### config.mk
export PLATFORM = sky130hd
export DESIGN_NAME = hrs_byte_ram
export DESIGN_NICKNAME = d
export VERILOG_FILES = /design/src/design/hrs_pkg.sv /design/src/design/hrs_byte_ram.sv
export SDC_FILE = /design/constraint.sdc
export NUM_CORES = 1
export LEC_CHECK = 0
export BUFFER_PORTS_ARGS = -buffer_cell sky130_fd_sc_hd__clkbuf_2
export CAP_MARGIN = 10
export CORE_ASPECT_RATIO = 1.1
export CORE_UTILIZATION = 30
export DETAILED_ROUTE_END_ITERATION = 12
export GPL_ROUTABILITY_DRIVEN = 0
export GPL_TIMING_DRIVEN = 0
export PLACE_DENSITY = 0.5
export SYNTH_ARGS = -nofsm -noshare
export SYNTH_HDL_FRONTEND = slang
export SYNTH_SLANG_ARGS = --single-unit
### constraint.sdc
create_clock -name clk -period 2.6 [get_ports clk]
set_input_delay 0.13 -clock clk [delete_from_list [all_inputs] [get_ports clk]]
set_output_delay 0.13 -clock clk [all_outputs]
set_load 0.01 [all_outputs]
### src/design/hrs_pkg.sv
`default_nettype none
// ----------------------------------------------------------------------------
// hrs_pkg
// Shared types, codes and constants of the range search block.
// ----------------------------------------------------------------------------
package hrs_pkg;

	localparam int TEXT_DEPTH_DEF  = 4096;
	localparam int PATTERN_MAX_DEF = 64;

	localparam int ALPHABET = 256;
	localparam int SYM_W    = 8;
	localparam int SHIFT_W  = 7;
	localparam int LEN_W    = 7;
	localparam int OP_W     = 2;
	localparam int ADDR_W   = 12;
	localparam int QSTART_W = 12;
	localparam int QEND_W   = 13;

	localparam logic [OP_W-1:0] OP_PAT_WR = 2'd0;
	localparam logic [OP_W-1:0] OP_TXT_WR = 2'd1;
	localparam logic [OP_W-1:0] OP_QUERY  = 2'd2;

	typedef enum logic [2:0] {
		ST_IDLE,
		ST_BUILD,
		ST_CHECK,
		ST_CMP,
		ST_SHIFT,
		ST_DONE
	} state_t;

	typedef struct packed {
		logic               clear;
		logic               wr_en;
		logic [SYM_W-1:0]   wr_addr;
		logic [SHIFT_W-1:0] wr_data;
		logic [SYM_W-1:0]   rd_addr;
	} shift_req_t;

	// Width of a text position: holds the text depth plus one shift and the
	// 13-bit query end.
	function automatic int pos_width(input int depth);
		int w;
		begin
			w = $clog2(depth + ALPHABET) + 1;
			if (w < QEND_W + 1) begin
				w = QEND_W + 1;
			end
			return w;
		end
	endfunction

endpackage
`default_nettype wire

### src/design/hrs_byte_ram.sv
`default_nettype none
// ----------------------------------------------------------------------------
// hrs_byte_ram
// Byte-wide synchronous RAM, one write port, one read port, registered read.
// ----------------------------------------------------------------------------
module hrs_byte_ram #(
	parameter int DEPTH = hrs_pkg::PATTERN_MAX_DEF,
	parameter int AW    = $clog2(DEPTH)
) (
	input  wire logic                     clk,
	input  wire logic                     we,
	input  wire logic [AW-1:0]            waddr,
	input  wire logic [hrs_pkg::SYM_W-1:0] wdata,
	input  wire logic [AW-1:0]            raddr,
	output logic      [hrs_pkg::SYM_W-1:0] rdata
);

	logic [hrs_pkg::SYM_W-1:0] mem [DEPTH];

	always_ff @(posedge clk) begin
		if (we) begin
			mem[waddr] <= wdata;
		end
		rdata <= mem[raddr];
	end

endmodule
`default_nettype wire

[After elaboration in Yosys (flattened, before gate mapping)]
Memory sizes are Yosys's and may differ from the RTL's. A register that Yosys moved wholly into a read port is not among the register bits.
Cells that the tools add are included.
Word-level totals
  bits in registers: 0
  memory bits (writable): 512
  input port bits: 22
  output and inout port bits: 8
  logic and storage cells: 3
  memories: 1
Operators by class
  muxes and demuxes: 2
Memory list
  mem: depth 64, width 8, rd ports 1, clocked after memory_dff 1, wr ports 1, RTL line hrs_byte_ram.sv:18  | logic [hrs_pkg::SYM_W-1:0] mem [DEPTH];
Operator list (count)
  $mux 1: 2

[Logic depth before layout (Yosys ltp)]
  word-level depth: 2
  depth in mapped cells: 9
  gate-level depth less buffers: 5

[Worst setup path after synthesis]
Ideal clock, no wire load.
  path kind: input -> register
  start point: in raddr[1]
  end point: reg rdata[3] in the netlist's numbering, read port of mem
  library setup time: 0.128 ns
  data arrival time: 1.670 ns
  required time: 2.472 ns
  setup slack: 0.802 ns
  cell stages on the path: 7
  path buffers: 3
  path through: buf_4 > buf_2 > buf_2 > mux4_2 > mux4_2 > o21ai_1 > o41ai_1
RTL lines
  start: declaration: RTL line hrs_byte_ram.sv:14  | input wire logic [AW-1:0] raddr,
  end: declaration: RTL line hrs_byte_ram.sv:15  | output logic [hrs_pkg::SYM_W-1:0] rdata

==> key figures <==
Outcome
  – Status: completed

Cells and area
  – Commonest non-fill, non-tap cells in the layout: edfxtp_1 (512), mux4_2 (126), nor2_1 (83)
  – Final #Nets: 1047
  – Fraction of layout cells with a size suffix above 1: 26.01%
  – Leading cell type in the layout, fill and taps excluded: edfxtp_1
  – Area delta synth->final: 14.97%

Floorplanning
  – DIE AREA: 68260 sq um
  – Core area: 66390 sq um
  – I/O pins: 30
  – Starting Density: 30.37%
  – Row count: 99
  – Die height: 273.9 um
  – Die span in x: 249.2 um

CTS
  – Clk Latency, worst-skew pair: 0.60 ns
  – Num CTS Buffers: 55
  – Clock slew at reported path FFs: 0.06 ns
  – Post-CTS Setup Inserts: 0
  – CTS Root Cell: clkbuf_16
  – H-tree lvl count: 2
  – Clk sink count: 520
  – CTS tree: yes
  – Clock buffer depth: 3

Global route
  – Overflow after GRT: 0
  – All-Layer GR Usage: 15.41%
  – First-pass GRT wire length: 74.46 mm
  – Initial antenna violation count: 2
  – Number of global-route vias before repair: 10270
  – Largest net degree at the start of global routing: 65

Pwr
  – Reg power frac: 52.7%
  – Pwr Density: 761.4 nW/um^2
  – Combinational power share: 5.5%
  – Leak: 7.113 nW
  – Power share of the clock group: 41.8%
  – Cell internal pwr: 13.88 mW
  – NetSw: 3.776 mW
  – Switching share of power: 21.39%
  – Worst vdd ir: 477.2 uV

Placed design
  – Placement Setup Slack: -0.6366 ns
  – Port-buffer cells: 21
  – DP HPWL: 34.03 mm

Yosys
  – Ys Warns: 0
  – Seq/Total Area, Yosys: 77.03%
  – Post-Syn Nets: 962
  – Mapped cell area: 20170 sq um
  – Synthesized flop and latch total: 520
  – Syn avg cell area: 21.45 sq um
  – Post-synthesis cell type count: 40
  – FFs w/ async S/R, synth: 0%
  – Cell count after synthesis: 940
  – Post-synth EDFFs: 512
  – Top_reg_cell synth: edfxtp_1

Timing
  – Max Slew Vio Count: 0
  – Worst-margin pin slew: 1.130 ns
  – Max Freq: 391.9 MHz
  – Final min period: 2.551 ns
  – Final setup skew: 0.01585 ns
  – Final WS setup: 0.04853 ns
  – Setup TNS: 0 ns
  – Tcrit/Tclk final: 98.13%
  – Worst hold slack: 0.03556 ns
  – RSZ-0062 raised after global routing: no
  – Final Hold Viols: 0
  – Final setup fails: 0
  – Rel. slew slack: 24.66%

Hold path
  – Worst hold start: raddr[5]
  – Hold depth: 2
  – WHS Endpoint: rdata[5]
  – Tightest Hold Check Type: in2reg

Worst setup path
  – Reg-to-reg setup timing slack: 0.23 ns
  – Worst r2r src: mem[3][3]
  – Startpoint Class: primary input
  – CP max-delay cell: o41ai_1
  – Crit Reg-Reg Endpoint: rdata[3]
  – Critical path peak fanout: 10
  – WS Path Type: in2reg
  – Critical Path RT: 3.01 ns
  – Critical path arrival: 2.96 ns
  – Worst path cell trace: clkbuf_2 > clkbuf_1 > clkbuf_1 > a2111oi_0 > o41ai_1
  – Crit end category: flop
  – Most common cell on crit path: clkbuf_1
  – R2R depth: 4
  – CP peak stage delay: 0.97 ns

Routing
  – Routed len/inst: 26.95 um
  – DRT Pass-1 Iters: 6
  – Vias per cell: 5.058
  – Routed vias: 9732
  – DRT antenna net count: 0
  – Initial DRC count: 869
  – Overall routed net length: 51.85 mm
  – Residual DRC: 0

Flow run
  – Max cap viols: 0
## sequential cells by signal (all words and copies together), names as in the netlist
| register | count |
|---|---|
| mem | 512 |
| rdata | 8 |
## critical path, delay by kind of cell
kind	cells	cell delay [ns]
buffers and inverters	3	1.57
AOI/OAI and AO/OA	2	1.25
## cell type report
| type | count | area [sq um] |
|---|---|---|
| clock inverters | 13 | 93.84 |
| multi-input cells | 369 | 4333 |
| repair buffers | 29 | 257.7 |
| fillers | 6187 | 43210 |
| diodes | 1 | 2.502 |
| plain buffers | 50 | 312.8 |
| flip-flops and latches | 520 | 15530 |
| well taps | 858 | 1074 |
| clock buffers | 84 | 1578 |
## synthesized netlist by cell type, types with 3 or more instances
cell type	instances	share of area (%)
edfxtp_1	512	76
mux4_2	126	14
nor2_1	83	1.5
mux2i_1	23	1.1
nand2_1	19	0.35
clkbuf_1	17	0.32
nor2b_1	14	0.43
buf_4	13	0.48
mux2_2	13	0.73
nand3_1	13	0.32
buf_2	11	0.27
dfxtp_1	8	0.79
o221ai_1	8	0.35
o22ai_1	8	0.25
nand2b_1	7	0.22
nor3_1	7	0.17
a221oi_1	6	0.26
a211oi_1	4	0.15
buf_1	4	0.074
buf_6	4	0.22
a21oi_1	3	0.074
a22oi_1	3	0.11
nand3b_1	3	0.11
o2111ai_1	3	0.13
o2bb2ai_1	3	0.13
## metrics by stage
| step | power [mW] | area (sq um) | instances | util [%] |
|---|---|---|---|---|
| floorplan | 9.972 | 20170 | 940 | - |
| detailed placement | 10.45 | 21480 | 1825 | 32.35 |
| global route | 18.20 | 23180 | 1923 | 34.92 |
| finish | 17.65 | 23190 | 1924 | 34.92 |
| CTS | 17.84 | 23160 | 1922 | 34.88 |
| global placement | 10.42 | 21350 | 1819 | 32.15 |
## layer usage
metal  GRT usage, %  vias up  part of all wire (%)
met1          20.52     5244                    44
met2          24.86      297                    48
met5              0        -                     0
li1               -     4100                     -
met3          3.740       91                   6.0
met4          4.873        0                   2.8
## power groups by stage
| stage | Combinational (mW) | Sequential (mW) | Clock [mW] |
|---|---|---|---|
| final | 0.971 | 9.30 | 7.39 |
| after global routing | 1.03 | 9.30 | 7.88 |
| after CTS | 0.982 | 9.30 | 7.56 |
| after detailed placement | 0.978 | 9.48 | 0 |
| after global placement | 0.942 | 9.48 | 0 |
| after floorplan | 0.494 | 9.48 | 0 |
## worst max-delay path by stage
stage / depth (start not counted) / slack, ns / end / from
after global routing: 8 / 0.04 / rdata[4] / raddr[1]
after CTS: 7 / 0.05 / rdata[3] / raddr[2]
after global placement: 7 / -0.62 / rdata[5] / raddr[2]
after detailed placement: 7 / -0.64 / rdata[5] / raddr[2]
after floorplan: 7 / 0.80 / rdata[3] / raddr[1]
final: 5 / 0.05 / rdata[3] / raddr[4]
## logic make-up after synthesis
kind of cell,after synthesis,share of synthesized area [%]
AOI/OAI and AO/OA,54,2.072
buffers and inverters,51,1.570
DFF,520,77.03
muxes,162,15.94
and+or+nand+nor,153,3.387
## what timing repair did
action                                  4_1_cts  5_1_grt
endpoints found under the setup margin        1        1
gates resized for setup                       1        0
hold buffers                                  0        1
hold endpoints to repair                      0       14
No activity file was read; power rests on OpenSTA's default activity.
