$ cat config.mk
export PLATFORM = sky130hd
export DESIGN_NAME = hrs_shift_table
export DESIGN_NICKNAME = d
export VERILOG_FILES = /design/src/design/hrs_pkg.sv /design/src/design/hrs_shift_table.sv
export SDC_FILE = /design/constraint.sdc
export NUM_CORES = 2
export LEC_CHECK = 0
export CAP_MARGIN = 10
export CORE_MARGIN = 2
export CORE_UTILIZATION = 28
export DETAILED_ROUTE_END_ITERATION = 10
export DONT_BUFFER_PORTS = 1
export HOLD_SLACK_MARGIN = 0.1
export PLACE_DENSITY = 0.42
export SYNTH_ARGS = -nofsm -noshare
export SYNTH_HDL_FRONTEND = slang
export SYNTH_SLANG_ARGS = --single-unit
$ cat constraint.sdc
create_clock -name clk -period 3.05 [get_ports clk]
set_input_delay 0.4575 -clock clk [delete_from_list [all_inputs] [get_ports clk]]
set_output_delay 0.4575 -clock clk [all_outputs]
set_load 0.05 [all_outputs]
$ cat src/design/hrs_pkg.sv
`default_nettype none
// ----------------------------------------------------------------------------
// hrs_pkg
// Shared types, codes and constants of the range search block.
// ----------------------------------------------------------------------------
package hrs_pkg;

	localparam int TEXT_DEPTH_DEF  = 4096;
	localparam int PATTERN_MAX_DEF = 64;

	localparam int ALPHABET = 256;
	localparam int SYM_W    = 8;
	localparam int SHIFT_W  = 7;
	localparam int LEN_W    = 7;
	localparam int OP_W     = 2;
	localparam int ADDR_W   = 12;
	localparam int QSTART_W = 12;
	localparam int QEND_W   = 13;

	localparam logic [OP_W-1:0] OP_PAT_WR = 2'd0;
	localparam logic [OP_W-1:0] OP_TXT_WR = 2'd1;
	localparam logic [OP_W-1:0] OP_QUERY  = 2'd2;

	typedef enum logic [2:0] {
		ST_IDLE,
		ST_BUILD,
		ST_CHECK,
		ST_CMP,
		ST_SHIFT,
		ST_DONE
	} state_t;

	typedef struct packed {
		logic               clear;
		logic               wr_en;
		logic [SYM_W-1:0]   wr_addr;
		logic [SHIFT_W-1:0] wr_data;
		logic [SYM_W-1:0]   rd_addr;
	} shift_req_t;

	// Width of a text position: holds the text depth plus one shift and the
	// 13-bit query end.
	function automatic int pos_width(input int depth);
		int w;
		begin
			w = $clog2(depth + ALPHABET) + 1;
			if (w < QEND_W + 1) begin
				w = QEND_W + 1;
			end
			return w;
		end
	endfunction

endpackage
`default_nettype wire

$ cat src/design/hrs_shift_table.sv
`default_nettype none
// ----------------------------------------------------------------------------
// hrs_shift_table
// Bad-character shift memory with one valid flop per symbol. An entry not
// written since the last clear reports a miss; the sequencer then uses the pattern length.
// ----------------------------------------------------------------------------
module hrs_shift_table (
	input  wire logic                        clk,
	input  wire logic                        arst_n,
	input  wire hrs_pkg::shift_req_t         req,
	output logic      [hrs_pkg::SHIFT_W-1:0] rd_data,
	output logic                             rd_hit
);

	logic [hrs_pkg::SHIFT_W-1:0]  mem [hrs_pkg::ALPHABET];
	logic [hrs_pkg::ALPHABET-1:0] valid_q;

	always_ff @(posedge clk) begin
		if (req.wr_en) begin
			mem[req.wr_addr] <= req.wr_data;
		end
		rd_data <= mem[req.rd_addr];
	end

	always_ff @(posedge clk or negedge arst_n) begin
		if (!arst_n) begin
			valid_q <= '0;
			rd_hit  <= 1'b0;
		end else begin
			rd_hit <= valid_q[req.rd_addr];
			if (req.clear) begin
				valid_q <= '0;
			end else if (req.wr_en) begin
				valid_q[req.wr_addr] <= 1'b1;
			end
		end
	end

endmodule
`default_nettype wire

# Word level (Yosys, flattened, before mapping)
# Memory sizes are Yosys's and may differ from the RTL's. A register that Yosys moved wholly into a read port is not among the register bits.
# Index checks and enable logic that the tools add are counted.
[classes]
magnitude_cmp = 3
n_mux = 8
n_bitwise = 1
reduce_logical = 2
[ops]
columns = ["op", "n"]
rows = [
  ["two-way mux 256 bit", 2],
  ["bitwise OR 256 bit", 1],
  ["< comparator 8 x 9 -> 1 bit (second input constant)", 2],
  ["binary-select mux 1 bit (select 8 bit)", 1],
  ["demux 1 bit (select 8 bit)", 1],
  [">= comparator 8 x 1 -> 1 bit (second input constant)", 1],
  ["two-way mux 1 bit", 4],
  ["nonzero test 2 bit", 1],
  ["logical AND 1 bit", 1],
]
[totals]
register_bits = 257
mem_bits_rw = 1792
output_inout_bits = 8
wordCells = 17
memories = 1
[memory_table]
columns = ["name", "words", "width", "read_ports", "rd_clocked_by_memory_dff", "wr", "line_no", "rtl"]
rows = [
  ["mem", 256, 7, 1, 1, 1, "hrs_shift_table.sv:15", "logic [hrs_pkg::SHIFT_W-1:0] mem [hrs_pkg::ALPHABET];"],
]

# Logic depth before layout (Yosys ltp)
[depth]
depth_word = 7
depth_mapped = 11
ltp_nobuf = 6

# Worst setup path before layout
# Ideal clock, no wire load.
[synth_path]
kind = "input -> register"
startpoint = "in req[0] in the netlist's numbering"
endpoint = "reg rd_data[5] in the netlist's numbering, read port of mem"
setup_ps = 126
arrival_time_ps = 2209
required_time_ps = 2924
slack_ps = 715
stages = 9
path_cell_list = "buf_6 buf_8 buf_8 buf_2 mux4_2 a221oi_1 nand2_1 a22oi_1 nor4_1"
[synth_rtl]
columns = ["item", "line_no", "rtl"]
rows = [
  ["from (decl)", "hrs_shift_table.sv:10", "input wire hrs_pkg::shift_req_t req,"],
  ["to (decl)", "hrs_shift_table.sv:11", "output logic [hrs_pkg::SHIFT_W-1:0] rd_data,"],
]

==> metrics <==
status complete, but fails checks; failing checks hold timing, slew limit; first-pass GRT wire length roughly 350000 um; Critical R2R Launch mem[243][3]; Hold Crit Class input port to asynchronous set/reset pin; ys flop type edfxtp_1; RR Endpoint rd_data[3]; synth warn 0; pwr/cell area 627.1 nW/um2; sinks on the clock net 2056; Mapped Avg Cell Area 18.84 um2; Max-Cap Viols 0; Pre-antenna DRT Iters 6; chip width 540.1 um; crit path time final 2.831 ns; worst setup margin 0.2192 ns; 1st-iter DRT viols 4569; H-tree levels 4; clock buffer depth 3; crit share post-route 92.81%; Tightest Pin Transition between 1.5 and 2 ns; die height 540.1 um; Slew headroom -2.670%; Yosys cell types slightly above 60; die area between 200000 and 300000 um2; LEAKAGE around 32 nW; All-Layer GR Usage 16.79%; clock transition at the registers of the reported paths ~0.06 ns; DRT antenna net count 0; IO Count 35; TritonCTS Buffers roughly 220; Placement Setup Slack -0.7269 ns; Slowest Stage Delay on Critical Path 0.66 ns; pin count of the biggest net entering global routing 580; Syn-to-layout area delta 19.65%; CTS tree yes; Final setup viols 0; Worst Setup End Kind flop; worst-skew pair later-pin latency 0.88 ns; vias in the first global route 44110; slack of the worst reg-to-reg path ~0.36 ns; final WL 253200 um; initial antenna violation count 19; GRT overflow 0; layout net count 4859; number of vias per cell 4.922; Root Buffer Master clkbuf_16; Final Hold Viols 282; Yosys reg bits 2056; setup TNS 0 ns; switch share 21.83%; Synth Instances between 4000 and 5000; critical-path cell list buf_16 > clkbuf_16 > mux4_2 > a22oi_1 > a21oi_1 > or2_1 > a211oi_1 > nor4_1; Detailed Place HPWL 137300 um; Initial Util ~28%; peak supply drop about 0.51 mV; CP Data Arrival Time 3.53 ns; CP Max Fanout 80; Comb pwr share 4.5%; Clk pwr share 44.4%; internal power 47.21 mW; RSZ-0062 raised after global routing false; final hold slack -0.6356 ns; Buffers on Ports 0; register share of total power roughly half; Syn Std Cell Area 80480 um2; most common cell after layout, fill and taps aside edfxtp_1; sw power 13.18 mW; row cnt approximately 200; core region area 285500 um2; post-synthesis sequential area ratio 75.02%; required time worst endpoint 3.75 ns; total number of vias 43300; GP Congestion 0.7675; routed len/inst 28.78 um; share of cells above drive strength 1 26.75%; Syn Nets 4300; Reg2Reg Depth 6; slowest CP cell clkbuf_16; startpoint types input port; Clock Skew 0.02870 ns; Max Freq 353.3 MHz; Slew Limit Fails 36; WS Path Type input port to flop; Post-synth EDFFs 1792; DR DRC count 0; commonest cells after routing, fill and taps aside 1792 x edfxtp_1, 730 x nor2_1, 468 x buf_4; Async S/R FF share, synth between 10% and 20%
per-layer routing:
metal  track usage [%]  part of all wire, %  vias up
li1                  -                    -    18250
met1             24.15                   45    23640
met2             26.83                   48     1135
met3             2.349                  4.8      279
met4             3.852                  2.3        0
met5                 0                    0        -
cell type report:
cell class                 instances  area, um2
clock buffer                     327       6425
fill                           27350     189200
clock inverter                    95      862.1
tap                             3762       4707
inverter                           5      18.77
antenna                            4      10.01
multi-input combinational       1950      18580
timing repair buffer             598       5315
sequential                      2056      60380
metrics by stage:
step	power, mW	utilization, %	cells	area, um2	hold slack [ns]
6_report	60.39	33.73	8797	96300	-0.6356
2_1_floorplan	32.86	-	4273	80480	0.1619
5_1_grt	62.27	33.73	8794	96290	-0.7092
3_5_place_dp	33.40	30.63	8255	87440	0.2209
3_3_place_gp	33.40	30.62	8253	87410	0.2189
4_1_cts	60.38	33.51	8769	95660	-0.7264
repair_timing:
| item | 4_1_cts | 5_1_grt |
|---|---|---|
| hold buffers | 92 | 16 |
| endpoints found under the hold margin | 2321 | 1426 |
| resized for setup | 0 | 5 |
| endpoints found under the setup margin | 0 | 8 |
| setup buffers | 0 | 0 |
Yosys cell counts, types with 3 or more instances:
master | instances | area [um2]
buf_12 | 12 | 240.2
nand4_1 | 15 | 93.84
mux2_2 | 10 | 112.6
nor3_1 | 24 | 120.1
buf_2 | 45 | 225.2
a21oi_1 | 96 | 480.5
clkbuf_1 | 139 | 521.8
nor4_1 | 18 | 112.6
nor2_1 | 732 | 2748
a22oi_1 | 147 | 1104
o2bb2ai_1 | 4 | 35.03
a221oi_1 | 12 | 105.1
o221ai_1 | 39 | 341.6
edfxtp_1 | 1792 | 53810
o311ai_0 | 9 | 78.83
o22ai_1 | 22 | 137.6
nand2_1 | 60 | 225.2
buf_6 | 17 | 191.4
and2_1 | 4 | 25.02
dfxtp_1 | 7 | 140.1
and3_1 | 3 | 18.77
buf_8 | 16 | 240.2
or2_1 | 4 | 25.02
buf_1 | 9 | 33.78
a211oi_1 | 18 | 135.1
o221ai_2 | 3 | 45.04
nand2b_1 | 6 | 37.54
inv_1 | 4 | 15.01
mux2i_1 | 132 | 1321
or2_2 | 4 | 25.02
mux4_2 | 437 | 9842
buf_4 | 24 | 180.2
a311oi_1 | 6 | 52.55
nor2b_1 | 17 | 106.4
mux4_1 | 8 | 210.2
nand3_1 | 37 | 185.2
o21ai_0 | 8 | 40.04
dfrtp_1 | 257 | 6431
o32ai_1 | 3 | 26.28
o21ba_2 | 30 | 300.3
a22o_1 | 14 | 122.6
o22a_1 | 5 | 43.79
power by group through the flow:
stage | clock network [mW] | logic [mW] | registers, mW
6_report | 26.8 | 2.74 | 30.8
5_1_grt | 28.6 | 2.88 | 30.8
4_1_cts | 27.5 | 2.06 | 30.8
3_5_place_dp | 0 | 1.98 | 31.4
3_3_place_gp | 0 | 1.98 | 31.4
2_1_floorplan | 0 | 1.51 | 31.4
sequential cells by signal (all words and copies together) (netlist names):
| register | cells |
|---|---|
| mem | 1792 |
| rd_data | 7 |
| rd_hit | 1 |
| valid_q | 256 |
cell families (layout without fill, tap and decap cells):
logic type	Yosys count	count (layout)	share of synthesized area [%]
compound gates	431	431	3.946
buf+inv	267	1025	2.052
flops	2056	2056	75.02
mux	587	587	14.27
other cells	0	4	0
simple gates	932	932	4.707
worst max-delay path by stage:
stage	cells past startpoint	slack [ns]	end	from
finish	8	0.22	rd_data[6]	req[0]
global route	8	0.10	rd_data[6]	req[0]
CTS	6	0.25	rd_data[1]	req[0]
detailed placement	6	-0.73	rd_data[1]	req[0]
global placement	5	-0.95	rd_data[1]	req[0]
floorplan	9	0.72	rd_data[5]	req[0]
critical path: cells and delay by family:
kind | cells | cell delay [ns]
AO/OA/AOI/OAI | 3 | 0.81
buffers and inverters | 2 | 1.04
multiplexers | 1 | 0.58
AND/OR/NAND/NOR | 2 | 0.37
No activity file was read; power rests on OpenSTA's default activity.
