## src/design/hrs_pkg.sv

```systemverilog
`default_nettype none
// ----------------------------------------------------------------------------
// hrs_pkg
// Shared types, codes and constants of the range search block.
// ----------------------------------------------------------------------------
package hrs_pkg;

	localparam int TEXT_DEPTH_DEF  = 4096;
	localparam int PATTERN_MAX_DEF = 64;

	localparam int ALPHABET = 256;
	localparam int SYM_W    = 8;
	localparam int SHIFT_W  = 7;
	localparam int LEN_W    = 7;
	localparam int OP_W     = 2;
	localparam int ADDR_W   = 12;
	localparam int QSTART_W = 12;
	localparam int QEND_W   = 13;

	localparam logic [OP_W-1:0] OP_PAT_WR = 2'd0;
	localparam logic [OP_W-1:0] OP_TXT_WR = 2'd1;
	localparam logic [OP_W-1:0] OP_QUERY  = 2'd2;

	typedef enum logic [2:0] {
		ST_IDLE,
		ST_BUILD,
		ST_CHECK,
		ST_CMP,
		ST_SHIFT,
		ST_DONE
	} state_t;

	typedef struct packed {
		logic               clear;
		logic               wr_en;
		logic [SYM_W-1:0]   wr_addr;
		logic [SHIFT_W-1:0] wr_data;
		logic [SYM_W-1:0]   rd_addr;
	} shift_req_t;

	// Width of a text position: holds the text depth plus one shift and the
	// 13-bit query end.
	function automatic int pos_width(input int depth);
		int w;
		begin
			w = $clog2(depth + ALPHABET) + 1;
			if (w < QEND_W + 1) begin
				w = QEND_W + 1;
			end
			return w;
		end
	endfunction

endpackage
`default_nettype wire

```

## src/design/hrs_search_ctrl.sv

```systemverilog
`default_nettype none
// ----------------------------------------------------------------------------
// hrs_search_ctrl
// Query sequencer: builds the shift table from the pattern memory, then
// slides the window over the text memory comparing right to left.
// ----------------------------------------------------------------------------
module hrs_search_ctrl #(
	parameter int TEXT_DEPTH  = hrs_pkg::TEXT_DEPTH_DEF,
	parameter int PATTERN_MAX = hrs_pkg::PATTERN_MAX_DEF,
	parameter int TW          = $clog2(TEXT_DEPTH),
	parameter int PAW         = $clog2(PATTERN_MAX)
) (
	input  wire logic                         clk,
	input  wire logic                         arst_n,
	input  wire logic                         start,
	input  wire logic [hrs_pkg::QSTART_W-1:0] query_start,
	input  wire logic [hrs_pkg::QEND_W-1:0]   query_end,
	input  wire logic [hrs_pkg::LEN_W-1:0]    pattern_length,
	output logic      [PAW-1:0]               pat_raddr,
	input  wire logic [hrs_pkg::SYM_W-1:0]    pat_rdata,
	output logic      [TW-1:0]                txt_raddr,
	input  wire logic [hrs_pkg::SYM_W-1:0]    txt_rdata,
	output hrs_pkg::shift_req_t               shift_req,
	input  wire logic [hrs_pkg::SHIFT_W-1:0]  shift_rdata,
	input  wire logic                         shift_hit,
	output logic                              busy,
	output logic                              done,
	output logic                              done_found,
	input  wire logic                         done_take
);

	localparam int PW = hrs_pkg::pos_width(TEXT_DEPTH);

	hrs_pkg::state_t state_q, state_d;

	logic [PW-1:0]                  pos_q;
	logic [PW-1:0]                  end_q;
	logic [hrs_pkg::LEN_W-1:0]      j_q;
	logic [hrs_pkg::LEN_W-1:0]      k_q;
	logic [hrs_pkg::SYM_W-1:0]      last_q;
	logic                           found_q;
	logic                           bld_v_s1;
	logic [hrs_pkg::SHIFT_W-1:0]    bld_w_s1;

	logic [hrs_pkg::LEN_W-1:0]      m;
	logic [PW-1:0]                  end_ext;
	logic [PW-1:0]                  end_clamped;
	logic                           bld_issue;
	logic                           win_ok;
	logic                           first_cmp;
	logic                           hit;
	logic [hrs_pkg::LEN_W-1:0]      rd_j;
	logic [hrs_pkg::SHIFT_W-1:0]    shift_amt;

	// Effective pattern length: zero counts as one, saturate at the store size.
	always_comb begin
		if (pattern_length == '0) begin
			m = hrs_pkg::LEN_W'(1);
		end else if (9'(pattern_length) > 9'(PATTERN_MAX)) begin
			m = hrs_pkg::LEN_W'(PATTERN_MAX);
		end else begin
			m = pattern_length;
		end
	end

	assign end_ext     = PW'(query_end);
	assign end_clamped = (end_ext > PW'(TEXT_DEPTH)) ? PW'(TEXT_DEPTH) : end_ext;
	assign bld_issue   = (8'(k_q) + 8'd1) < 8'(m);
	assign win_ok      = (pos_q + PW'(m)) <= end_q;
	assign first_cmp   = (j_q == (m - hrs_pkg::LEN_W'(1)));
	assign hit         = (pat_rdata == txt_rdata);
	assign rd_j        = (state_q == hrs_pkg::ST_CHECK) ? (m - hrs_pkg::LEN_W'(1))
	                                                    : (j_q - hrs_pkg::LEN_W'(1));
	assign shift_amt   = shift_hit ? shift_rdata : m;

	always_comb begin
		state_d = state_q;
		unique case (state_q)
			hrs_pkg::ST_IDLE: begin
				if (start) begin
					state_d = hrs_pkg::ST_BUILD;
				end
			end
			hrs_pkg::ST_BUILD: begin
				if (!bld_issue && !bld_v_s1) begin
					state_d = hrs_pkg::ST_CHECK;
				end
			end
			hrs_pkg::ST_CHECK: begin
				state_d = win_ok ? hrs_pkg::ST_CMP : hrs_pkg::ST_DONE;
			end
			hrs_pkg::ST_CMP: begin
				if (!hit) begin
					state_d = hrs_pkg::ST_SHIFT;
				end else if (j_q == '0) begin
					state_d = hrs_pkg::ST_DONE;
				end
			end
			hrs_pkg::ST_SHIFT: begin
				state_d = hrs_pkg::ST_CHECK;
			end
			hrs_pkg::ST_DONE: begin
				if (done_take) begin
					state_d = hrs_pkg::ST_IDLE;
				end
			end
			default: begin
				state_d = hrs_pkg::ST_IDLE;
			end
		endcase
	end

	always_comb begin
		shift_req         = '0;
		shift_req.wr_en   = bld_v_s1;
		shift_req.wr_addr = pat_rdata;
		shift_req.wr_data = bld_w_s1;
		shift_req.rd_addr = first_cmp ? txt_rdata : last_q;
		pat_raddr         = PAW'(rd_j);
		txt_raddr         = TW'(pos_q + PW'(rd_j));
		busy              = 1'b1;
		done              = 1'b0;
		done_found        = found_q;
		unique case (state_q)
			hrs_pkg::ST_IDLE: begin
				busy            = 1'b0;
				shift_req.clear = start;
			end
			hrs_pkg::ST_BUILD: begin
				pat_raddr = PAW'(k_q);
			end
			hrs_pkg::ST_DONE: begin
				done = 1'b1;
			end
			default: begin
			end
		endcase
	end

	always_ff @(posedge clk or negedge arst_n) begin
		if (!arst_n) begin
			state_q  <= hrs_pkg::ST_IDLE;
			bld_v_s1 <= 1'b0;
		end else begin
			state_q  <= state_d;
			bld_v_s1 <= (state_q == hrs_pkg::ST_BUILD) && bld_issue;
		end
	end

	always_ff @(posedge clk) begin
		bld_w_s1 <= m - hrs_pkg::LEN_W'(1) - k_q;
		unique case (state_q)
			hrs_pkg::ST_IDLE: begin
				pos_q <= PW'(query_start);
				end_q <= end_clamped;
				k_q   <= '0;
			end
			hrs_pkg::ST_BUILD: begin
				if (bld_issue) begin
					k_q <= k_q + hrs_pkg::LEN_W'(1);
				end
			end
			hrs_pkg::ST_CHECK: begin
				j_q <= rd_j;
				if (!win_ok) begin
					found_q <= 1'b0;
				end
			end
			hrs_pkg::ST_CMP: begin
				// keep the window's last text byte for the shift lookup
				if (first_cmp) begin
					last_q <= txt_rdata;
				end
				if (hit) begin
					j_q <= rd_j;
					if (j_q == '0) begin
						found_q <= 1'b1;
					end
				end
			end
			hrs_pkg::ST_SHIFT: begin
				pos_q <= pos_q + PW'(shift_amt);
			end
			default: begin
			end
		endcase
	end

endmodule
`default_nettype wire

```

## config.mk

```make
export PLATFORM = sky130hd
export DESIGN_NAME = hrs_search_ctrl
export DESIGN_NICKNAME = d
export VERILOG_FILES = /design/src/design/hrs_pkg.sv /design/src/design/hrs_search_ctrl.sv
export SDC_FILE = /design/constraint.sdc
export NUM_CORES = 1
export LEC_CHECK = 0
export BUFFER_PORTS_ARGS = -buffer_cell sky130_fd_sc_hd__clkbuf_2
export CORE_MARGIN = 5
export CORE_UTILIZATION = 45
export CTS_CLUSTER_DIAMETER = 80
export DETAILED_ROUTE_END_ITERATION = 16
export MAX_ROUTING_LAYER = met4
export PLACE_DENSITY = 0.8
export SLEW_MARGIN = 10
export SYNTH_ARGS = -nofsm -noshare
export SYNTH_HDL_FRONTEND = slang
export SYNTH_SLANG_ARGS = --single-unit
```

## constraint.sdc

```tcl
create_clock -name clk -period 4.09 [get_ports clk]
set_clock_uncertainty 0.15 [all_clocks]
set_input_delay 0.2045 -clock clk [delete_from_list [all_inputs] [get_ports clk]]
set_output_delay 0.2045 -clock clk [all_outputs]
set_load 0.005 [all_outputs]
```

== Word level (Yosys, flattened, before mapping) ==
Index checks and enable logic that the tools add are counted.

* Register bits: 62
* Input bits: 60
* Output and inout port bits: 46
* Word-level logic and storage cells: 76

* $add $sub $neg: 8
* Magnitude comparators: 4
* Eq/ne operators: 15
* Muxes and demuxes: 25
* Reduce and logical (&&, ||, !) cells: 14

{| class="wikitable"
|+ Operators by type and width
! operator !! number
|-
| $mux W7 || 6
|-
| $add A14 B7 Y14 || 2
|-
| $pmux W14 S2 || 1
|-
| $pmux W7 S2 || 2
|-
| $mux W3 || 6
|-
| $pmux W3 S6 || 1
|-
| $le A14 B14 Y1 || 1
|-
| $logic_not A7 Y1 || 2
|-
| $ne A2 B2 Y1 const B || 7
|-
| $sub A7 B1 Y7 const B || 2
|-
| $gt A13 B13 Y1 const B || 1
|-
| $add A12 B7 Y12 || 1
|-
| $add A7 B1 Y8 const B || 1
|-
| $eq A8 B8 Y1 || 1
|-
| $lt A8 B7 Y1 || 1
|-
| $mux W8 || 1
|-
| $reduce_and A4 Y1 || 2
|-
| $add A7 B1 Y7 const B || 1
|-
| $eq A7 B7 Y1 || 1
|-
| $gt A7 B7 Y1 const B || 1
|-
| $sub A7 B7 Y7 || 1
|-
| $eq A3 B2 Y1 const B || 2
|-
| $eq A3 B3 Y1 const B || 2
|-
| $mux W1 || 6
|-
| other kinds (9) || 14
|}

== Depth between registers and ports, before layout ==
* Depth after elaboration: 8
* Gate-level depth with buffers: 20
* Depth with buffers taken out: 19

== Least setup slack after synthesis ==
OpenSTA, ideal clock, no wires.

* Kind: in2reg
* Start: in pattern_length[2] in the netlist's numbering
* End: reg found_q, in the netlist done_found, enable pin
* Setup time: 0.319 ns
* Data arrival time: 3.651 ns
* Data required time: 3.621 ns
* Path slack: -0.030 ns
* Cell stages on the path: 19
* Buffers on the path: 0
* Cells stage by stage: nor4_1 -> a21oi_1 -> nor2_1 -> ha_1 -> nor2_1 -> o211a_1 -> nor3_1 -> maj3_1 -> a21boi_0 -> or2_2 -> xnor2_1 -> ha_1 -> nand4_1 -> nor2_1 -> mux2i_1 -> o21ai_0 -> o211ai_1 -> a31oi_1 -> a211oi_1

* Word-level cells in the longest chain between the ends: 7
* Elaborated cells between the ends (all ways): 8
* Those cells by class: 1 x add/sub; 2 x order compare; 1 x eq/ne; 2 x mux; 2 x reduce/logical

{| class="wikitable"
|+ RTL lines
! what !! line !! source
|-
| start: declaration || hrs_search_ctrl.sv:18 || <nowiki>input wire logic [hrs_pkg::LEN_W-1:0] pattern_length,</nowiki>
|-
| $gt A7 B7 Y1 || hrs_search_ctrl.sv:59 || <nowiki>end else if (9'(pattern_length) > 9'(PATTERN_MAX)) begin</nowiki>
|-
| $mux W7 || hrs_search_ctrl.sv:59 ||
|-
| $mux W7 * || hrs_search_ctrl.sv:57 || <nowiki>if (pattern_length == '0) begin</nowiki>
|-
| $add A14 B7 Y14 * || hrs_search_ctrl.sv:69 || <nowiki>assign win_ok = (pos_q + PW'(m)) <= end_q;</nowiki>
|-
| $le A14 B14 Y1 * || hrs_search_ctrl.sv:69 ||
|-
| $ne A2 B2 Y1 (no line) * || -- ||
|-
| $reduce_and A4 Y1 (no line) * || -- ||
|-
| end signal: assignment || hrs_search_ctrl.sv:166 || <nowiki>found_q <= 1'b0;</nowiki>
|-
| end signal: assignment || hrs_search_ctrl.sv:177 || <nowiki>found_q <= 1'b1;</nowiki>
|-
| end: declaration || hrs_search_ctrl.sv:41 || <nowiki>logic found_q;</nowiki>
|}

Every way passes the cells marked *; elsewhere a longest branch is shown, timed or not.
A chain may end at the register's enable or synchronous reset.

== Worst setup path in the final report ==
* Start: reg pos_q[2]
* End: reg state_q[2]

* Word-level cells in the longest chain between the ends: 4

{| class="wikitable"
|+ RTL lines
! what !! line !! source
|-
| start: declaration || hrs_search_ctrl.sv:36 || <nowiki>logic [PW-1:0] pos_q;</nowiki>
|-
| start signal: assignment || hrs_search_ctrl.sv:154 || <nowiki>pos_q <= PW'(query_start);</nowiki>
|-
| start signal: assignment || hrs_search_ctrl.sv:182 || <nowiki>pos_q <= pos_q + PW'(shift_amt);</nowiki>
|-
| $add A14 B7 Y14 || hrs_search_ctrl.sv:69 ||
|-
| $le A14 B14 Y1 || hrs_search_ctrl.sv:69 ||
|-
| $mux W3 || hrs_search_ctrl.sv:90 || <nowiki>state_d = win_ok ? hrs_pkg::ST_CMP : hrs_pkg::ST_DONE;</nowiki>
|-
| $pmux W3 S6 || hrs_search_ctrl.sv:78 || <nowiki>unique case (state_q)</nowiki>
|-
| end signal: assignment || hrs_search_ctrl.sv:142 || <nowiki>state_q <= hrs_pkg::ST_IDLE;</nowiki>
|-
| end signal: assignment || hrs_search_ctrl.sv:145 || <nowiki>state_q <= state_d;</nowiki>
|-
| end: declaration || hrs_search_ctrl.sv:34 || <nowiki>hrs_pkg::state_t state_q, state_d;</nowiki>
|}

No other way between the ends.

==> Implementation_results.wiki <==
{| class="wikitable"
! Metric !! Value
|-
| Effective utilization at floorplan || 45.9%
|-
| Post-synthesis instance area || 0.00495 mm²
|-
| Drt total wl || 13,100 µm
|-
| Die extent in x || 115 µm
|-
| IO Pins || 106
|-
| Fin crit period || 3.81 ns
|-
| Number of I/O port buffers || 105
|-
| EDFF count, synth || 50
|-
| Via count of the first global-routing pass || 4,417
|-
| Busiest layer in global routing || met2
|-
| Met1 usage in global routing || 23.6%
|-
| Total GRT Usage || 20.7%
|-
| DRC errors left || 0
|-
| Fraction of final layout cells with drive strength greater than 1 || 25.3%
|-
| Total power per unit cell area || 712 mW/mm²
|-
| Via-per-instance ratio || 5.35
|-
| Startpoint class of the critical path || flop
|-
| Sink Count || 61
|-
| First-pass DRT Iterations || 5
|-
| Total number of H-tree levels || 3
|-
| Worst reg2reg endpoint || state_q[2]$_DFFE_PN0P_
|-
| Met3 Use GR || 4.16%
|-
| Power after layout || 4.44 mW
|-
| Async set-or-reset flop fraction in the synthesized netlist || 6.56%
|-
| DR vias || 4,424
|-
| RSZ-0062 raised after global routing || no
|-
| Routed wirelength normalized by instance count || 15.8 µm
|-
| Placed wire-length estimate || 10,400 µm
|-
| Critical Path Sink || state_q[2]$_DFFE_PN0P_
|-
| Number of nets with antenna violations after detailed routing || 0
|-
| Status || finished, final reports clean
|-
| CTS clock-pin slew for the worst setup and hold paths || 0.07 ns
|-
| Final slew viol count || 0
|-
| Worst hold-check path type || in2reg
|-
| Endpoint class of the critical path || flop
|-
| Leakage power figure || 2.76 nW
|-
| Delay of the slowest critical-path stage || 0.45 ns
|-
| Total of fill cells in the finished design || 960
|-
| Num CTS Buffers || 9
|-
| Data required, critical path || 4.18 ns
|-
| Largest net degree at the start of global routing || 26
|-
| Slew at the pin with the worst max-slew slack || 0.846 ns
|-
| Critical path's slowest cell || sky130_fd_sc_hd__edfxtp_1
|-
| Utilization of the core after routing || 57.8%
|-
| Max Fanout on Critical Path || 4
|-
| Max_cap viols || 0
|-
| Hold Path Stages || 2
|-
| Synth cell types || 51
|-
| Most used DFF post-synth || sky130_fd_sc_hd__edfxtp_1
|-
| Count of inserted antenna diode cells || 0
|-
| Synthesis-to-finish area growth || 26.0%
|-
| Clock tree from TritonCTS || yes
|-
| Setup slack of the worst register-to-register path || 0.28 ns
|-
| Endpoint arrival time on the critical path || 3.90 ns
|-
| Remaining global-route overflow || 0
|-
| Number of endpoints with negative hold slack in the final report || 0
|-
| Max IR drop VDD || 0.588 mV
|-
| Nets || 793
|-
| Period utilisation layout || 93.2%
|-
| Critical path launch point || pos_q[2]$_DFFE_PP_
|-
| Max_slew headroom || 43.4%
|-
| Number of nets produced by synthesis || 652
|-
| Standard cell core area || 0.0108 mm²
|-
| Die span in y || 115 µm
|-
| Root buf cell || sky130_fd_sc_hd__clkbuf_8
|-
| Beginning of the worst register-to-register path || pos_q[2]$_DFFE_PP_
|-
| Highest achievable clock rate || 262 MHz
|-
| Wire length of the first global-routing pass || 20,800 µm
|-
| Last weighted congestion value of the routability-driven placer || 0.943
|-
| Post-Syn Instances || 541
|-
| Latest clock arrival within the worst-skew pair || 0.36 ns
|-
| Final setup fails || 0
|-
| Part of the Yosys area used for sequential elements || 35.2%
|-
| Number of antenna violations at the first check in global routing || 0
|-
| Most repeated library cell on the critical path || sky130_fd_sc_hd__ha_1
|-
| Total Die Area || 0.0132 mm²
|-
| Series of cell instances along the critical path || ha_1, nor2_1, o211a_1, nor3_2, maj3_1, a21boi_1, nand2b_1, xnor2_1, ha_1, a21o_1, a21oi_1, nand3_1, o21ai_0, o211ai_1, a31oi_1, buf_4, o31ai_1
|-
| Bufs on Longest Clock Path || 2
|-
| Critical path type || reg2reg
|-
| Synth warnings || 0
|-
| Global-route met2 utilization || 36.3%
|-
| Synthesized area per cell || 9.15 µm²
|-
| Number of rows created at floorplan || 38
|-
| Number of register bits inferred by synthesis || 61
|-
| Initial DRC count || 234
|-
| R2r worst-path depth || 17
|}
worst min path at each step:
stage,start,end,slack (ns)
2_1_floorplan,arst_n,bld_v_s1$_DFF_PN0_,-0.24
3_3_place_gp,arst_n,bld_v_s1$_DFF_PN0_,-0.14
3_5_place_dp,arst_n,bld_v_s1$_DFF_PN0_,-0.13
4_1_cts,query_end[11],end_q[11]$_SDFFCE_PN0P_,0.001
5_1_grt,query_start[1],pos_q[1]$_DFFE_PP_,0.01
6_report,query_start[1],pos_q[1]$_DFFE_PP_,0.02
kinds of logic after synthesis:
| family | Yosys count | synth area share (%) |
|---|---|---|
| muxes | 14 | 3.13 |
| xor gates and xnor gates | 61 | 10.8 |
| buffers and inverters | 61 | 5.33 |
| DFF | 61 | 35.2 |
| adders and majority gates | 52 | 13.5 |
| AOI/OAI and AO/OA | 117 | 14.5 |
| and+or+nand+nor | 175 | 17.5 |
stage by stage:
step | area, µm² | cells | worst slack (ns) | setup TNS, ns | hold slack, ns
after floorplan | 4960 | 541 | 0.0888 | 0 | -0.241
after global placement | 5740 | 789 | 0.0260 | 0 | -0.137
after detailed placement | 5740 | 789 | -0.0722 | -0.0770 | -0.133
after CTS | 6190 | 826 | 0.0663 | 0 | 0.00120
after global routing | 6240 | 827 | 0.0248 | 0 | 0.0136
final | 6240 | 827 | 0.277 | 0 | 0.0181
flip-flops by register name, indices dropped and copies added (netlist names):
name	flops
pos_q	14
end_q	13
last_q	8
bld_w_s1	7
j_q	7
k_q	7
state_q	3
bld_v_s1	1
done_found	1
area by class of cell:
class,instances,area (µm²),share of cell area [%]
timing repair buffer,155,956,15.3
clock buffer,10,128,2.05
sequential,61,1740,28.0
tap,140,175,2.81
inverter,36,135,2.17
multi-input combinational,419,2990,47.9
clock inverter,6,111,1.79
where the power goes:
group          switching, mW  internal (mW)  total (mW)
registers              0.219           1.01        1.23
logic                   1.40           1.15        2.55
clock network          0.258          0.405       0.662
total                   1.88           2.56        4.44
cell usage in the layout, fill, tap and decap left out, drive strengths merged, types with 14 or more instances in the layout:
master	Yosys	routed
inv	36	36
buf	10	28
nand2	51	51
o21ai	44	44
xor2	26	26
a21oi	29	29
clkbuf	15	115
nand3	14	14
ha	48	48
nor2	37	37
xnor2	35	35
dlygate4sd3	0	22
nor2b	21	21
edfxtp	50	50
cells in the mapped netlist, types with 4 or more instances:
cell type | number | area share, %
sky130_fd_sc_hd__xor2_1 | 26 | 4.6
sky130_fd_sc_hd__o21ai_0 | 43 | 4.3
sky130_fd_sc_hd__nor2_1 | 37 | 2.8
sky130_fd_sc_hd__nand3_1 | 14 | 1.4
sky130_fd_sc_hd__dfxtp_1 | 7 | 2.8
sky130_fd_sc_hd__ha_1 | 48 | 12
sky130_fd_sc_hd__nor4_1 | 6 | 0.76
sky130_fd_sc_hd__clkbuf_1 | 15 | 1.1
sky130_fd_sc_hd__buf_4 | 9 | 1.4
sky130_fd_sc_hd__nor3_1 | 10 | 1.0
sky130_fd_sc_hd__a21oi_1 | 29 | 2.9
sky130_fd_sc_hd__nor2b_1 | 21 | 2.7
sky130_fd_sc_hd__a21o_1 | 12 | 1.8
sky130_fd_sc_hd__o31ai_1 | 5 | 0.76
sky130_fd_sc_hd__xnor2_1 | 35 | 6.2
sky130_fd_sc_hd__a211oi_1 | 7 | 1.1
sky130_fd_sc_hd__nand2b_1 | 5 | 0.63
sky130_fd_sc_hd__dfrtp_1 | 4 | 2.0
sky130_fd_sc_hd__mux2_2 | 12 | 2.7
sky130_fd_sc_hd__o21bai_1 | 4 | 0.61
sky130_fd_sc_hd__edfxtp_1 | 50 | 30
sky130_fd_sc_hd__o211ai_1 | 4 | 0.61
sky130_fd_sc_hd__nand2_1 | 51 | 3.9
sky130_fd_sc_hd__inv_1 | 36 | 2.7
sky130_fd_sc_hd__and2_1 | 9 | 1.1
sky130_fd_sc_hd__or3_1 | 7 | 0.88
metal layers:
layer / vias to the layer above / part of all wire (%)
met5: - / 0
met4: 0 / 1.9
met1: 2057 / 41
li1: 2173 / -
met3: 23 / 7.0
met2: 171 / 50
critical path: cells and delay by family, from the launching register on:
kind,cells,cell delay (ns)
flops,1,0.45
buf+inv,1,0.15
compound gates,8,1.40
simple gates,4,0.51
xor+xnor,1,0.12
fa+ha+maj,3,0.93
repair_timing:
| action | CTS | global route |
|---|---|---|
| hold buffers | 21 | 1 |
| buffers inserted | 0 | 0 |
| endpoints found under the setup margin | 0 | 9 |
| resized for setup | 0 | 14 |
| hold endpoints to repair | 24 | 1 |
(Power assumes the default switching activity.)
